<file path="src/rtl/ebc_pkg.sv">
// ----------------------------------------------------------------------------
// ebc_pkg
// Shared types and constants for the eight-bit core subset.
// ----------------------------------------------------------------------------
package ebc_pkg;

  localparam int unsigned DataW = 8;
  localparam int unsigned AddrW = 16;

  // bus access kinds
  localparam logic [1:0] KindRead  = 2'd0;
  localparam logic [1:0] KindWrite = 2'd1;
  localparam logic [1:0] KindIdle  = 2'd2;

  // sequencing steps
  localparam logic [3:0] StVec  = 4'd0;
  localparam logic [3:0] StOpc  = 4'd1;
  localparam logic [3:0] StA2   = 4'd2;
  localparam logic [3:0] StA3   = 4'd3;
  localparam logic [3:0] StA4   = 4'd4;
  localparam logic [3:0] StA5   = 4'd5;
  localparam logic [3:0] StData = 4'd10;
  localparam logic [3:0] StDone = 4'd11;
  localparam logic [3:0] StRmwR = 4'd12;
  localparam logic [3:0] StRmwW = 4'd13;
  localparam logic [3:0] StPush = 4'd14;

  // reset vector phases
  localparam logic [1:0] RpLow  = 2'd0;
  localparam logic [1:0] RpHigh = 2'd1;
  localparam logic [1:0] RpLoad = 2'd2;
  localparam logic [1:0] RpRun  = 2'd3;

  localparam logic [15:0] VecLo = 16'hFFFC;
  localparam logic [15:0] VecHi = 16'hFFFD;
  localparam logic [7:0]  SpRst = 8'hFD;
  localparam logic [7:0]  PRst  = 8'h20;

  typedef enum logic [3:0] {
    M_NONE, M_IMP, M_IMM, M_ZP, M_ZPX, M_ZPY, M_ABS, M_ABSX, M_ABSY,
    M_XIND, M_INDY, M_PUSH, M_PULL
  } mode_e;

  typedef enum logic [4:0] {
    C_NONE, C_LDA, C_LDX, C_LDY, C_STA, C_STX, C_STY, C_ADC, C_SBC,
    C_AND, C_EOR, C_ORA, C_INC, C_DEC, C_TAX, C_TAY, C_TSX, C_TXA,
    C_TXS, C_TYA, C_DEX, C_DEY, C_INX, C_INY, C_PHA, C_PHP, C_PLA, C_PLP
  } cls_e;

  typedef struct packed {
    cls_e  cls;
    mode_e mode;
  } dec_t;

  typedef struct packed {
    logic [15:0] bus_address;
    logic [1:0]  access_kind;
    logic [7:0]  write_data;
    logic        opcode_fetch;
    logic [7:0]  acc_value;
    logic [7:0]  x_value;
    logic [7:0]  y_value;
    logic [7:0]  stack_value;
    logic [7:0]  flag_bits;
  } res_t;

endpackage

</file>
<file path="src/rtl/ebc_if.sv">
// ----------------------------------------------------------------------------
// ebc_in_if / ebc_out_if
// Valid/ready channels carrying the read byte and the bus cycle result.
// ----------------------------------------------------------------------------
interface ebc_in_if;
  logic       valid;
  logic       ready;
  logic [7:0] read_data;
  modport source (output valid, output read_data, input ready);
  modport sink (input valid, input read_data, output ready);
endinterface

interface ebc_out_if;
  logic        valid;
  logic        ready;
  logic [15:0] bus_address;
  logic [1:0]  access_kind;
  logic [7:0]  write_data;
  logic        opcode_fetch;
  logic [7:0]  acc_value;
  logic [7:0]  x_value;
  logic [7:0]  y_value;
  logic [7:0]  stack_value;
  logic [7:0]  flag_bits;
  modport source (output valid, output bus_address, output access_kind,
                  output write_data, output opcode_fetch, output acc_value,
                  output x_value, output y_value, output stack_value,
                  output flag_bits, input ready);
  modport sink (input valid, input bus_address, input access_kind,
                input write_data, input opcode_fetch, input acc_value,
                input x_value, input y_value, input stack_value,
                input flag_bits, output ready);
endinterface

</file>
<file path="src/rtl/ebc_decode.sv">
// ----------------------------------------------------------------------------
// ebc_decode
// Opcode decoder: instruction class and addressing mode.
// ----------------------------------------------------------------------------
module ebc_decode import ebc_pkg::*; (
  input  logic [7:0] opcode_i,
  output dec_t       dec_o
);

  // group one table lookups, other opcodes matched one by one
  always_comb begin
    dec_o.cls  = C_NONE;
    dec_o.mode = M_NONE;
    if (opcode_i[1:0] == 2'b01) begin
      case (opcode_i[7:5])
        3'd0: dec_o.cls = C_ORA;
        3'd1: dec_o.cls = C_AND;
        3'd2: dec_o.cls = C_EOR;
        3'd3: dec_o.cls = C_ADC;
        3'd4: dec_o.cls = C_STA;
        3'd5: dec_o.cls = C_LDA;
        3'd7: dec_o.cls = C_SBC;
        default: dec_o.cls = C_NONE;
      endcase
      case (opcode_i[4:2])
        3'd0: dec_o.mode = M_XIND;
        3'd1: dec_o.mode = M_ZP;
        3'd2: dec_o.mode = M_IMM;
        3'd3: dec_o.mode = M_ABS;
        3'd4: dec_o.mode = M_INDY;
        3'd5: dec_o.mode = M_ZPX;
        3'd6: dec_o.mode = M_ABSY;
        default: dec_o.mode = M_ABSX;
      endcase
      if (dec_o.cls == C_NONE || (dec_o.cls == C_STA && dec_o.mode == M_IMM)) begin
        dec_o.cls  = C_NONE;
        dec_o.mode = M_NONE;
      end
    end else begin
      case (opcode_i)
        8'hA2: dec_o = '{C_LDX, M_IMM};
        8'hA6: dec_o = '{C_LDX, M_ZP};
        8'hB6: dec_o = '{C_LDX, M_ZPY};
        8'hAE: dec_o = '{C_LDX, M_ABS};
        8'hBE: dec_o = '{C_LDX, M_ABSY};
        8'hA0: dec_o = '{C_LDY, M_IMM};
        8'hA4: dec_o = '{C_LDY, M_ZP};
        8'hB4: dec_o = '{C_LDY, M_ZPX};
        8'hAC: dec_o = '{C_LDY, M_ABS};
        8'hBC: dec_o = '{C_LDY, M_ABSX};
        8'h86: dec_o = '{C_STX, M_ZP};
        8'h96: dec_o = '{C_STX, M_ZPY};
        8'h8E: dec_o = '{C_STX, M_ABS};
        8'h84: dec_o = '{C_STY, M_ZP};
        8'h94: dec_o = '{C_STY, M_ZPX};
        8'h8C: dec_o = '{C_STY, M_ABS};
        8'hC6: dec_o = '{C_DEC, M_ZP};
        8'hD6: dec_o = '{C_DEC, M_ZPX};
        8'hCE: dec_o = '{C_DEC, M_ABS};
        8'hDE: dec_o = '{C_DEC, M_ABSX};
        8'hE6: dec_o = '{C_INC, M_ZP};
        8'hF6: dec_o = '{C_INC, M_ZPX};
        8'hEE: dec_o = '{C_INC, M_ABS};
        8'hFE: dec_o = '{C_INC, M_ABSX};
        8'hAA: dec_o = '{C_TAX, M_IMP};
        8'hA8: dec_o = '{C_TAY, M_IMP};
        8'hBA: dec_o = '{C_TSX, M_IMP};
        8'h8A: dec_o = '{C_TXA, M_IMP};
        8'h9A: dec_o = '{C_TXS, M_IMP};
        8'h98: dec_o = '{C_TYA, M_IMP};
        8'hCA: dec_o = '{C_DEX, M_IMP};
        8'h88: dec_o = '{C_DEY, M_IMP};
        8'hE8: dec_o = '{C_INX, M_IMP};
        8'hC8: dec_o = '{C_INY, M_IMP};
        8'h48: dec_o = '{C_PHA, M_PUSH};
        8'h08: dec_o = '{C_PHP, M_PUSH};
        8'h68: dec_o = '{C_PLA, M_PULL};
        8'h28: dec_o = '{C_PLP, M_PULL};
        default: dec_o = '{C_NONE, M_NONE};
      endcase
    end
  end

endmodule

</file>
<file path="src/rtl/eight_bit_cpu_core_subset.sv">
// ----------------------------------------------------------------------------
// eight_bit_cpu_core_subset
// Cycle-by-cycle core: one read byte in, one bus cycle out.
// ----------------------------------------------------------------------------
// Each accepted request carries the byte answering the previous bus read and
// produces exactly one bus cycle result (read, write or internal) together
// with A, X, Y, SP and P after that cycle. One request is taken per clock:
// the whole cycle step is one pass of combinational logic from the
// architectural registers into the result register, and the next request is
// accepted while a result waits, as long as the result register is free or
// being drained in the same cycle. After reset the first three results read
// the reset vector and fetch the first opcode. Decimal mode is not modeled.
module eight_bit_cpu_core_subset import ebc_pkg::*; (
  input  logic      clk_i,
  input  logic      rst_ni,
  ebc_in_if.sink    in_i,
  ebc_out_if.source out_o
);

  logic [7:0]  a_q, a_d, x_q, x_d, y_q, y_d, sp_q, sp_d, p_q, p_d;
  logic [7:0]  op_q, op_d, ptr_q, ptr_d;
  logic [15:0] pc_q, pc_d, ea_q, ea_d;
  logic [3:0]  st_q, st_d;
  logic [1:0]  rp_q, rp_d;
  logic        ov_q;
  res_t        res_q, res_d;
  dec_t        dec;
  logic [7:0]  d, opc;
  logic        acc;

  assign in_i.ready = !ov_q || out_o.ready;
  assign acc = in_i.valid && in_i.ready;
  assign d = in_i.read_data;
  assign opc = (rp_q == RpRun && st_q == StOpc) ? d : op_q;

  ebc_decode u_dec (.opcode_i(opc), .dec_o(dec));

  // one bus cycle step
  always_comb begin
    logic [7:0]  idx, v, r;
    logic [8:0]  sum;
    logic        is_st, is_rmw, setnz;
    logic [7:0]  nzv;
    logic [15:0] baddr;
    logic [1:0]  kind;
    logic [7:0]  wd;
    logic        fetch;
    logic        do_oper;

    a_d = a_q; x_d = x_q; y_d = y_q; sp_d = sp_q; p_d = p_q;
    op_d = opc; ptr_d = ptr_q; pc_d = pc_q; ea_d = ea_q;
    st_d = st_q; rp_d = rp_q;
    baddr = '0; kind = KindRead; wd = '0; fetch = 1'b0;
    setnz = 1'b0; nzv = '0; do_oper = 1'b0;
    v = '0; r = '0; sum = '0;
    is_st  = dec.cls == C_STA || dec.cls == C_STX || dec.cls == C_STY;
    is_rmw = dec.cls == C_INC || dec.cls == C_DEC;
    idx = (dec.mode == M_ZPY || dec.mode == M_ABSY || dec.mode == M_INDY) ? y_q : x_q;

    case (rp_q)
      RpLow: begin
        baddr = VecLo; st_d = StVec; rp_d = RpHigh;
      end
      RpHigh: begin
        ptr_d = d; baddr = VecHi; st_d = StVec; rp_d = RpLoad;
      end
      RpLoad: begin
        baddr = {d, ptr_q}; fetch = 1'b1; pc_d = {d, ptr_q} + 16'd1;
        st_d = StOpc; rp_d = RpRun;
      end
      default: begin
        // default action is an opcode fetch
        baddr = pc_q; fetch = 1'b1; pc_d = pc_q + 16'd1; st_d = StOpc;
        case (st_q)
          StOpc: begin
            case (dec.mode)
              M_NONE: ;
              M_IMP: begin
                fetch = 1'b0; baddr = '0; pc_d = pc_q; kind = KindIdle; st_d = StDone;
                setnz = 1'b1;
                case (dec.cls)
                  C_TAX: begin x_d = a_q;  nzv = a_q; end
                  C_TAY: begin y_d = a_q;  nzv = a_q; end
                  C_TSX: begin x_d = sp_q; nzv = sp_q; end
                  C_TXA: begin a_d = x_q;  nzv = x_q; end
                  C_TXS: begin sp_d = x_q; setnz = 1'b0; end
                  C_TYA: begin a_d = y_q;  nzv = y_q; end
                  C_DEX: begin x_d = x_q - 8'd1; nzv = x_d; end
                  C_DEY: begin y_d = y_q - 8'd1; nzv = y_d; end
                  C_INX: begin x_d = x_q + 8'd1; nzv = x_d; end
                  C_INY: begin y_d = y_q + 8'd1; nzv = y_d; end
                  default: setnz = 1'b0;
                endcase
              end
              M_PUSH: begin
                fetch = 1'b0; pc_d = pc_q; kind = KindWrite;
                baddr = {8'h01, sp_q};
                wd = (dec.cls == C_PHA) ? a_q : (p_q | 8'h30);
                sp_d = sp_q - 8'd1; st_d = StPush;
              end
              M_PULL: begin
                fetch = 1'b0; baddr = '0; pc_d = pc_q; kind = KindIdle; st_d = StA2;
              end
              M_IMM: begin fetch = 1'b0; st_d = StData; end
              default: begin fetch = 1'b0; st_d = StA2; end
            endcase
          end
          StData: begin
            setnz = 1'b1; nzv = d;
            case (dec.cls)
              C_LDA, C_PLA: a_d = d;
              C_LDX: x_d = d;
              C_LDY: y_d = d;
              C_ADC, C_SBC: begin
                v = (dec.cls == C_SBC) ? ~d : d;
                sum = {1'b0, a_q} + {1'b0, v} + {8'd0, p_q[0]};
                r = sum[7:0];
                a_d = r; nzv = r;
                p_d[0] = sum[8];
                p_d[6] = ((a_q ^ r) & (v ^ r) & 8'h80) != 8'h00;
              end
              C_AND: begin a_d = a_q & d; nzv = a_d; end
              C_EOR: begin a_d = a_q ^ d; nzv = a_d; end
              C_ORA: begin a_d = a_q | d; nzv = a_d; end
              C_PLP: begin setnz = 1'b0; p_d = (d & 8'hCF) | 8'h20; end
              default: setnz = 1'b0;
            endcase
          end
          StDone: ;
          StRmwR: begin
            fetch = 1'b0; baddr = '0; pc_d = pc_q; kind = KindIdle; st_d = StRmwW;
            ptr_d = (dec.cls == C_INC) ? d + 8'd1 : d - 8'd1;
            setnz = 1'b1; nzv = ptr_d;
          end
          StRmwW: begin
            fetch = 1'b0; pc_d = pc_q; kind = KindWrite; baddr = ea_q;
            wd = ptr_q; st_d = StDone;
          end
          StPush: begin
            fetch = 1'b0; baddr = '0; pc_d = pc_q; kind = KindIdle; st_d = StDone;
          end
          default: begin
            // addressing sequences
            case (dec.mode)
              M_ZP: if (st_q == StA2) begin ea_d = {8'd0, d}; do_oper = 1'b1; end
              M_ZPX, M_ZPY: begin
                if (st_q == StA2) begin
                  ea_d = {8'd0, d + idx};
                  fetch = 1'b0; baddr = '0; pc_d = pc_q; kind = KindIdle; st_d = StA3;
                end else if (st_q == StA3) do_oper = 1'b1;
              end
              M_ABS, M_ABSX, M_ABSY: begin
                if (st_q == StA2) begin
                  ptr_d = d; fetch = 1'b0; st_d = StA3;
                end else if (st_q == StA3) begin
                  if (dec.mode == M_ABS) begin
                    ea_d = {d, ptr_q}; do_oper = 1'b1;
                  end else begin
                    sum = {1'b0, ptr_q} + {1'b0, idx};
                    ea_d = {d, 8'd0} + {7'd0, sum};
                    if (sum[8] || is_st || is_rmw) begin
                      fetch = 1'b0; baddr = '0; pc_d = pc_q; kind = KindIdle; st_d = StA4;
                    end else do_oper = 1'b1;
                  end
                end else if (st_q == StA4 && dec.mode != M_ABS) do_oper = 1'b1;
              end
              M_XIND: begin
                if (st_q == StA2) begin
                  ptr_d = d + x_q;
                  fetch = 1'b0; baddr = '0; pc_d = pc_q; kind = KindIdle; st_d = StA3;
                end else if (st_q == StA3) begin
                  fetch = 1'b0; pc_d = pc_q; baddr = {8'd0, ptr_q}; st_d = StA4;
                end else if (st_q == StA4) begin
                  ea_d = {8'd0, d}; fetch = 1'b0; pc_d = pc_q;
                  baddr = {8'd0, ptr_q + 8'd1}; st_d = StA5;
                end else if (st_q == StA5) begin
                  ea_d = {d, ea_q[7:0]}; do_oper = 1'b1;
                end
              end
              M_INDY: begin
                if (st_q == StA2) begin
                  ptr_d = d; fetch = 1'b0; pc_d = pc_q; baddr = {8'd0, d}; st_d = StA3;
                end else if (st_q == StA3) begin
                  ea_d = {8'd0, d}; fetch = 1'b0; pc_d = pc_q;
                  baddr = {8'd0, ptr_q + 8'd1}; st_d = StA4;
                end else if (st_q == StA4) begin
                  sum = {1'b0, ea_q[7:0]} + {1'b0, idx};
                  ea_d = {d, 8'd0} + {7'd0, sum};
                  if (sum[8] || is_st) begin
                    fetch = 1'b0; baddr = '0; pc_d = pc_q; kind = KindIdle; st_d = StA5;
                  end else do_oper = 1'b1;
                end else if (st_q == StA5) do_oper = 1'b1;
              end
              M_PULL: begin
                if (st_q == StA2) begin
                  sp_d = sp_q + 8'd1;
                  fetch = 1'b0; baddr = '0; pc_d = pc_q; kind = KindIdle; st_d = StA3;
                end else if (st_q == StA3) begin
                  fetch = 1'b0; pc_d = pc_q; baddr = {8'h01, sp_q}; st_d = StData;
                end
              end
              default: ;
            endcase
          end
        endcase
        // operand access at the effective address
        if (do_oper) begin
          fetch = 1'b0; pc_d = pc_q; baddr = ea_d;
          if (is_st) begin
            kind = KindWrite; st_d = StDone;
            wd = (dec.cls == C_STA) ? a_q : ((dec.cls == C_STX) ? x_q : y_q);
          end else if (is_rmw) st_d = StRmwR;
          else st_d = StData;
        end
      end
    endcase

    if (setnz) begin
      p_d[7] = nzv[7];
      p_d[1] = nzv == 8'd0;
    end

    res_d.bus_address  = baddr;
    res_d.access_kind  = kind;
    res_d.write_data   = wd;
    res_d.opcode_fetch = fetch;
    res_d.acc_value    = a_d;
    res_d.x_value      = x_d;
    res_d.y_value      = y_d;
    res_d.stack_value  = sp_d;
    res_d.flag_bits    = p_d;
  end

  // architectural state
  always_ff @(posedge clk_i or negedge rst_ni) begin
    if (!rst_ni) begin
      a_q <= '0; x_q <= '0; y_q <= '0; sp_q <= SpRst; p_q <= PRst;
      op_q <= '0; ptr_q <= '0; pc_q <= '0; ea_q <= '0;
      st_q <= StVec; rp_q <= RpLow;
    end else if (acc) begin
      a_q <= a_d; x_q <= x_d; y_q <= y_d; sp_q <= sp_d; p_q <= p_d;
      op_q <= op_d; ptr_q <= ptr_d; pc_q <= pc_d; ea_q <= ea_d;
      st_q <= st_d; rp_q <= rp_d;
    end
  end

  // result register
  always_ff @(posedge clk_i or negedge rst_ni) begin
    if (!rst_ni) begin
      ov_q <= 1'b0;
    end else if (acc) begin
      ov_q <= 1'b1;
    end else if (out_o.ready) begin
      ov_q <= 1'b0;
    end
  end

  always_ff @(posedge clk_i) begin
    if (acc) begin
      res_q <= res_d;
    end
  end

  assign out_o.valid        = ov_q;
  assign out_o.bus_address  = res_q.bus_address;
  assign out_o.access_kind  = res_q.access_kind;
  assign out_o.write_data   = res_q.write_data;
  assign out_o.opcode_fetch = res_q.opcode_fetch;
  assign out_o.acc_value    = res_q.acc_value;
  assign out_o.x_value      = res_q.x_value;
  assign out_o.y_value      = res_q.y_value;
  assign out_o.stack_value  = res_q.stack_value;
  assign out_o.flag_bits    = res_q.flag_bits;

endmodule

</file>
<file path="src/flat_wrapper.sv">
// flat-port wrapper written by rule: the top's interface ports become plain ports
module eight_bit_cpu_core_subset_flat import ebc_pkg::*;
  (clk_i, rst_ni, in_i_valid, in_i_read_data, in_i_ready, out_o_valid, out_o_bus_address, out_o_access_kind, out_o_write_data, out_o_opcode_fetch, out_o_acc_value, out_o_x_value, out_o_y_value, out_o_stack_value, out_o_flag_bits, out_o_ready);
  ebc_in_if in_i_i ();
  ebc_out_if out_o_i ();
  input  logic clk_i;
  input  logic rst_ni;
  input wire logic [$bits(in_i_i.valid)-1:0] in_i_valid;
  input wire logic [$bits(in_i_i.read_data)-1:0] in_i_read_data;
  output wire logic [$bits(in_i_i.ready)-1:0] in_i_ready;
  output wire logic [$bits(out_o_i.valid)-1:0] out_o_valid;
  output wire logic [$bits(out_o_i.bus_address)-1:0] out_o_bus_address;
  output wire logic [$bits(out_o_i.access_kind)-1:0] out_o_access_kind;
  output wire logic [$bits(out_o_i.write_data)-1:0] out_o_write_data;
  output wire logic [$bits(out_o_i.opcode_fetch)-1:0] out_o_opcode_fetch;
  output wire logic [$bits(out_o_i.acc_value)-1:0] out_o_acc_value;
  output wire logic [$bits(out_o_i.x_value)-1:0] out_o_x_value;
  output wire logic [$bits(out_o_i.y_value)-1:0] out_o_y_value;
  output wire logic [$bits(out_o_i.stack_value)-1:0] out_o_stack_value;
  output wire logic [$bits(out_o_i.flag_bits)-1:0] out_o_flag_bits;
  input wire logic [$bits(out_o_i.ready)-1:0] out_o_ready;
  assign in_i_i.valid = in_i_valid;
  assign in_i_i.read_data = in_i_read_data;
  assign in_i_ready = in_i_i.ready;
  assign out_o_valid = out_o_i.valid;
  assign out_o_bus_address = out_o_i.bus_address;
  assign out_o_access_kind = out_o_i.access_kind;
  assign out_o_write_data = out_o_i.write_data;
  assign out_o_opcode_fetch = out_o_i.opcode_fetch;
  assign out_o_acc_value = out_o_i.acc_value;
  assign out_o_x_value = out_o_i.x_value;
  assign out_o_y_value = out_o_i.y_value;
  assign out_o_stack_value = out_o_i.stack_value;
  assign out_o_flag_bits = out_o_i.flag_bits;
  assign out_o_i.ready = out_o_ready;
  eight_bit_cpu_core_subset u_core (.clk_i(clk_i), .rst_ni(rst_ni), .in_i(in_i_i), .out_o(out_o_i));
endmodule
</file>
<file path="config.mk">
export PLATFORM = sky130hd
export DESIGN_NAME = eight_bit_cpu_core_subset_flat
export DESIGN_NICKNAME = d
export VERILOG_FILES = /design/src/rtl/ebc_pkg.sv /design/src/rtl/ebc_if.sv /design/src/rtl/ebc_decode.sv /design/src/rtl/eight_bit_cpu_core_subset.sv /design/src/flat_wrapper.sv
export SDC_FILE = /design/constraint.sdc
export NUM_CORES = 1
export LEC_CHECK = 0
export BUFFER_PORTS_ARGS = -buffer_cell sky130_fd_sc_hd__buf_2
export CORE_ASPECT_RATIO = 1.75
export CORE_UTILIZATION = 45
export CTS_BUF_LIST = sky130_fd_sc_hd__clkbuf_8
export DETAILED_ROUTE_END_ITERATION = 6
export PLACE_DENSITY = 0.73
export SYNTH_ARGS = -nofsm -noshare
export SYNTH_HDL_FRONTEND = slang
export SYNTH_HIERARCHICAL = 1
export SYNTH_SLANG_ARGS = --single-unit
</file>
<file path="constraint.sdc">
create_clock -name clk_i -period 7.9 [get_ports clk_i]
set_clock_uncertainty 0.15 [all_clocks]
set_input_delay 0.79 -clock clk_i [delete_from_list [all_inputs] [get_ports clk_i]]
set_output_delay 0.79 -clock clk_i [all_outputs]
set_load 0.05 [all_outputs]
</file>
==> summary.txt <==
Global route
  • Initial antenna violation count: 8
  • Vias in the first global route: 18900
  • First-pass GRT wire length: approximately 130000 um
  • GR Overflow Total: 0
  • Total GRT Usage: between 40% and 50%
  • Largest net degree at the start of global routing: 59

Floorplan
  • Initial core utilization: a little under half
  • I/O pins: 81
  • Die Ht: 257 um
  • Core footprint: between 30000 and 40000 sq um
  • FP Rows: 93
  • Die area: about 38000 sq um
  • DIE WIDTH: between 100 and 150 um

Drt
  • Vias per cell: between 7 and 8
  • Via count: around 19000
  • Wirelength per Cell: 33.3 um
  • Remaining antenna violation count after routing: 0
  • Total DRC errors in the routed layout: 34
  • Total Wirelength: roughly 90000 um
  • First-pass DRT Iterations: 7
  • Drt initial violations: ~2400

Setup path
  • CP Cell Sequence: nor4b_2 -> nand2_1 -> buf_4 -> nand2_1 -> o21ai_1 -> buf_4 -> nor3b_4 -> buf_4 -> nand2_1 -> a311o_1 -> nand4b_1 -> nor2b_1 -> a21oi_1 -> buf_4 -> o21ai_0 -> ha_1 -> a21o_1 -> a21oi_1 -> a21oi_1 -> nor2_1 -> nand2_1 -> o311ai_0 -> nand3_1 -> a21oi_1
  • Worst setup SP type: register
  • WP data required: ~8.1 ns
  • Slowest-stage cell, CP: o311ai_0
  • Setup CP Type: register to register
  • CP top delay family: compound AO/OA/AOI/OAI gates
  • Crit Path Max Fanout: 21
  • WP data arrival: roughly 7.8 ns
  • Crit. End Element: register
  • CP peak stage delay: approximately 0.72 ns
  • Crit path buffers/inverters: 4

STA
  • Rel. slew slack: a little under a tenth
  • Final slew viol count: 0
  • PnR worst setup slack: 0.266 ns
  • RSZ-0062 raised after global routing: no
  • Fin crit share: 96.6%
  • Worst Max-Slew Pin Slew: between 1 and 1.5 ns
  • Hold Fails Final Rpt: 0
  • Min Tclk post-route: between 7 and 8 ns
  • Final setup vio count: 0
  • Max Fclk: roughly 0.13 GHz
  • Setup TNS: 0 ns

Yosys
  • Top post-synthesis cells by area: dfrtp_1 13%, edfxtp_1 12%, ha_1 5.8%, a21oi_1 5.5%, nand2_1 5.1%
  • Cell with the most instances after synthesis: nand2_1
  • Ys async rst share: between 50% and 60%
  • Post-synthesis cell type count: 110
  • Syn Nets: around 2200
  • Synth warn: 6
  • Dominant synthesized flop cell: dfrtp_1
  • Top cell type's share of synthesized area: approximately an eighth
  • Post-Syn Area: between 15000 and 20000 sq um
  • Top cell type by total area after synthesis: dfrtp_1
  • Post-synth top cells: 225 x nand2_1, 182 x a21oi_1, 149 x nor2_1
  • Sequential share of the synthesized area: 26.3%
  • Post-synth EDFFs: 67
  • Avg Inst Size Synth: approximately 7.9 sq um
  • Synth Instances: 2111
  • Synthesized flop and latch total: roughly 160

Power and ir drop
  • Switching share of total power: approximately 60%
  • Leak: 6.94 nW
  • Internal power: around 0.0039 W
  • PD cells: between 500 and 600 nW/um^2
  • Max VDD drop: about 0.27 mV
  • Clock power share: approximately 6.9%
  • Logic pwr share: approximately four fifths
  • Seq pwr share: between 10 and 15%
  • Psw: 0.00604 W
  • Pwr Total: around 0.0099 W

Outcome
  • Failing checks: design-rule violations
  • Status: finished with violations

Clock network
  • CTS tree: built
  • Worst skew pair latency: around 0.55 ns
  • Total CTS buffers: 17
  • CTS clk-pin slew, worst paths: approximately 0.12 ns
  • Clk root buf: clkbuf_8
  • H-tree depth: 4
  • Clock sinks: 162
  • Hold Buf Count CTS: 0
  • Largest buffer count on any clock path: 2
  • Total setup buffers inserted after CTS: 0

Placed design
  • Pre-CTS WS: 0.536 ns
  • Post-DP HPWL: 63000 um
  • Count of input and output buffers: 80
  • Post-Place Cells: ~2600
  • Final Wtd Congestion: 1.06
  • Placement Cell Area: 17800 sq um

Cells and area
  • Post-route insts no fill: approximately 2600
  • Design area: ~18000 sq um
  • Area delta synth->final: 8.98%
  • Final Net Count: roughly 2200
  • Fill count: 3692
  • Layout cell share with drive strength beyond 1: ~15%

Hold path
  • Worst Hold Class: input port to async pin

Run
  • Max_cap viols: 0
## layout make-up
| class | count | area, sq um | share of cell area [%] |
|---|---|---|---|
| antenna | 5 | 12.5 | 0.0688 |
| clock buffer | 17 | 234 | 1.29 |
| clock inverter | 15 | 171 | 0.942 |
| inverter | 64 | 243 | 1.33 |
| multi-input combinational | 1708 | 11400 | 62.4 |
| sequential | 162 | 4400 | 24.2 |
| tap | 475 | 594 | 3.27 |
| timing repair buffer | 184 | 1180 | 6.50 |
## worst reg2reg max path: stages, from the launching register on
cell      delay [ns]
dfrtp_1         0.41
nor4b_2         0.36
nand2_1         0.37
buf_4           0.30
nand2_1         0.06
o21ai_1         0.06
buf_4           0.22
nor3b_4         0.26
buf_4           0.20
nand2_1         0.07
a311o_1         0.34
nand4b_1        0.15
nor2b_1         0.25
a21oi_1         0.22
buf_4           0.22
o21ai_0         0.52
ha_1            0.43
a21o_1          0.19
a21oi_1         0.22
a21oi_1         0.13
nor2_1          0.54
nand2_1         0.46
o311ai_0        0.72
nand3_1         0.15
a21oi_1         0.40
## what timing repair did
action | 4_1_cts | 5_1_grt
endpoints found under the setup margin | 0 | 6
hold endpoints to repair | 0 | 0
resized for setup | 0 | 2
## logic make-up (layout without fill, tap and decap cells)
group                      after synthesis  after routing  synth area share [%]
AOI/OAI and AO/OA                      752            752                  30.5
DFF                                    162            162                  26.3
muxes                                   64             64                  4.20
and+or+nand+nor                        742            742                  22.8
other                                    0              5                     0
adders and majority gates               85             85                  6.67
xor gates and xnor gates                65             65                  3.49
buffers and inverters                  241            280                  6.01
## power by group through the flow
stage	clock (W)	sequential (W)	combinational, W
floorplan	0	0.00157	0.00485
global placement	0	0.00145	0.00742
detailed placement	0	0.00145	0.00744
CTS	0.000691	0.00144	0.00746
global route	0.000717	0.00148	0.00818
finish	0.000683	0.00147	0.00779
## placed cells by master (no fill, tap or decap), drive strengths merged, types with 48 or more instances in the layout
master    n
nand3    81
mux2     48
a21oi   184
inv      68
nor3     57
nand2   225
nor2    154
o21ai   167
dfrtp    87
ha       77
edfxtp   67
buf     184
a221oi   48
## path summary, 6_finish.rpt
kind,start,end,slack (ns),cells past startpoint
min in group clk_i,in_i_valid,u_core/out_o.valid,0.30,2
max reg2reg,u_core/st_q[3],u_core/out_o.bus_address[2],0.27,24
min reg2reg,u_core/op_q[1],u_core/op_q[1],0.37,1
max,u_core/st_q[3],u_core/out_o.bus_address[2],0.27,24
max in group asynchronous,rst_ni,u_core/ea_q[4],6.17,2
min,rst_ni,u_core/x_q[3],0.11,1
## flip-flops by register name, indices dropped and copies added (netlist names)
register,cells
u_core/ea_q,16
u_core/ptr_q,8
u_core/rp_q,2
u_core/op_q,8
u_core/p_q,8
u_core/y_q,8
u_core/x_q,8
u_core/st_q,4
u_core/sp_q,8
u_core/out_o.write_data,8
u_core/pc_q,16
u_core/out_o.valid,1
u_core/out_o.stack_value,8
u_core/out_o.flag_bits,8
u_core/out_o.access_kind,2
u_core/out_o.bus_address,16
u_core/out_o.x_value,8
u_core/out_o.opcode_fetch,1
u_core/out_o.y_value,8
u_core/out_o.acc_value,8
u_core/a_q,8
## per-layer routing
metal  routed length (um)  vias to the layer above  global-route usage (%)  share of wire, %
li1                     -                     8099                       -                 -
met1                27600                     9131                    44.8                32
met2                40900                     1298                    75.0                47
met3                 7660                      589                    12.6               8.8
met4                11300                        8                    51.3                13
met5                   56                        -                       0             0.064
## metrics by stage
stage               util, %  hold slack, ns
global placement       48.5           0.327
global route           49.6           0.133
detailed placement     48.5           0.345
finish                 49.6           0.112
CTS                    49.6           0.113
floorplan                 -           0.305
Note: power is estimated with default switching activity, not from simulation.
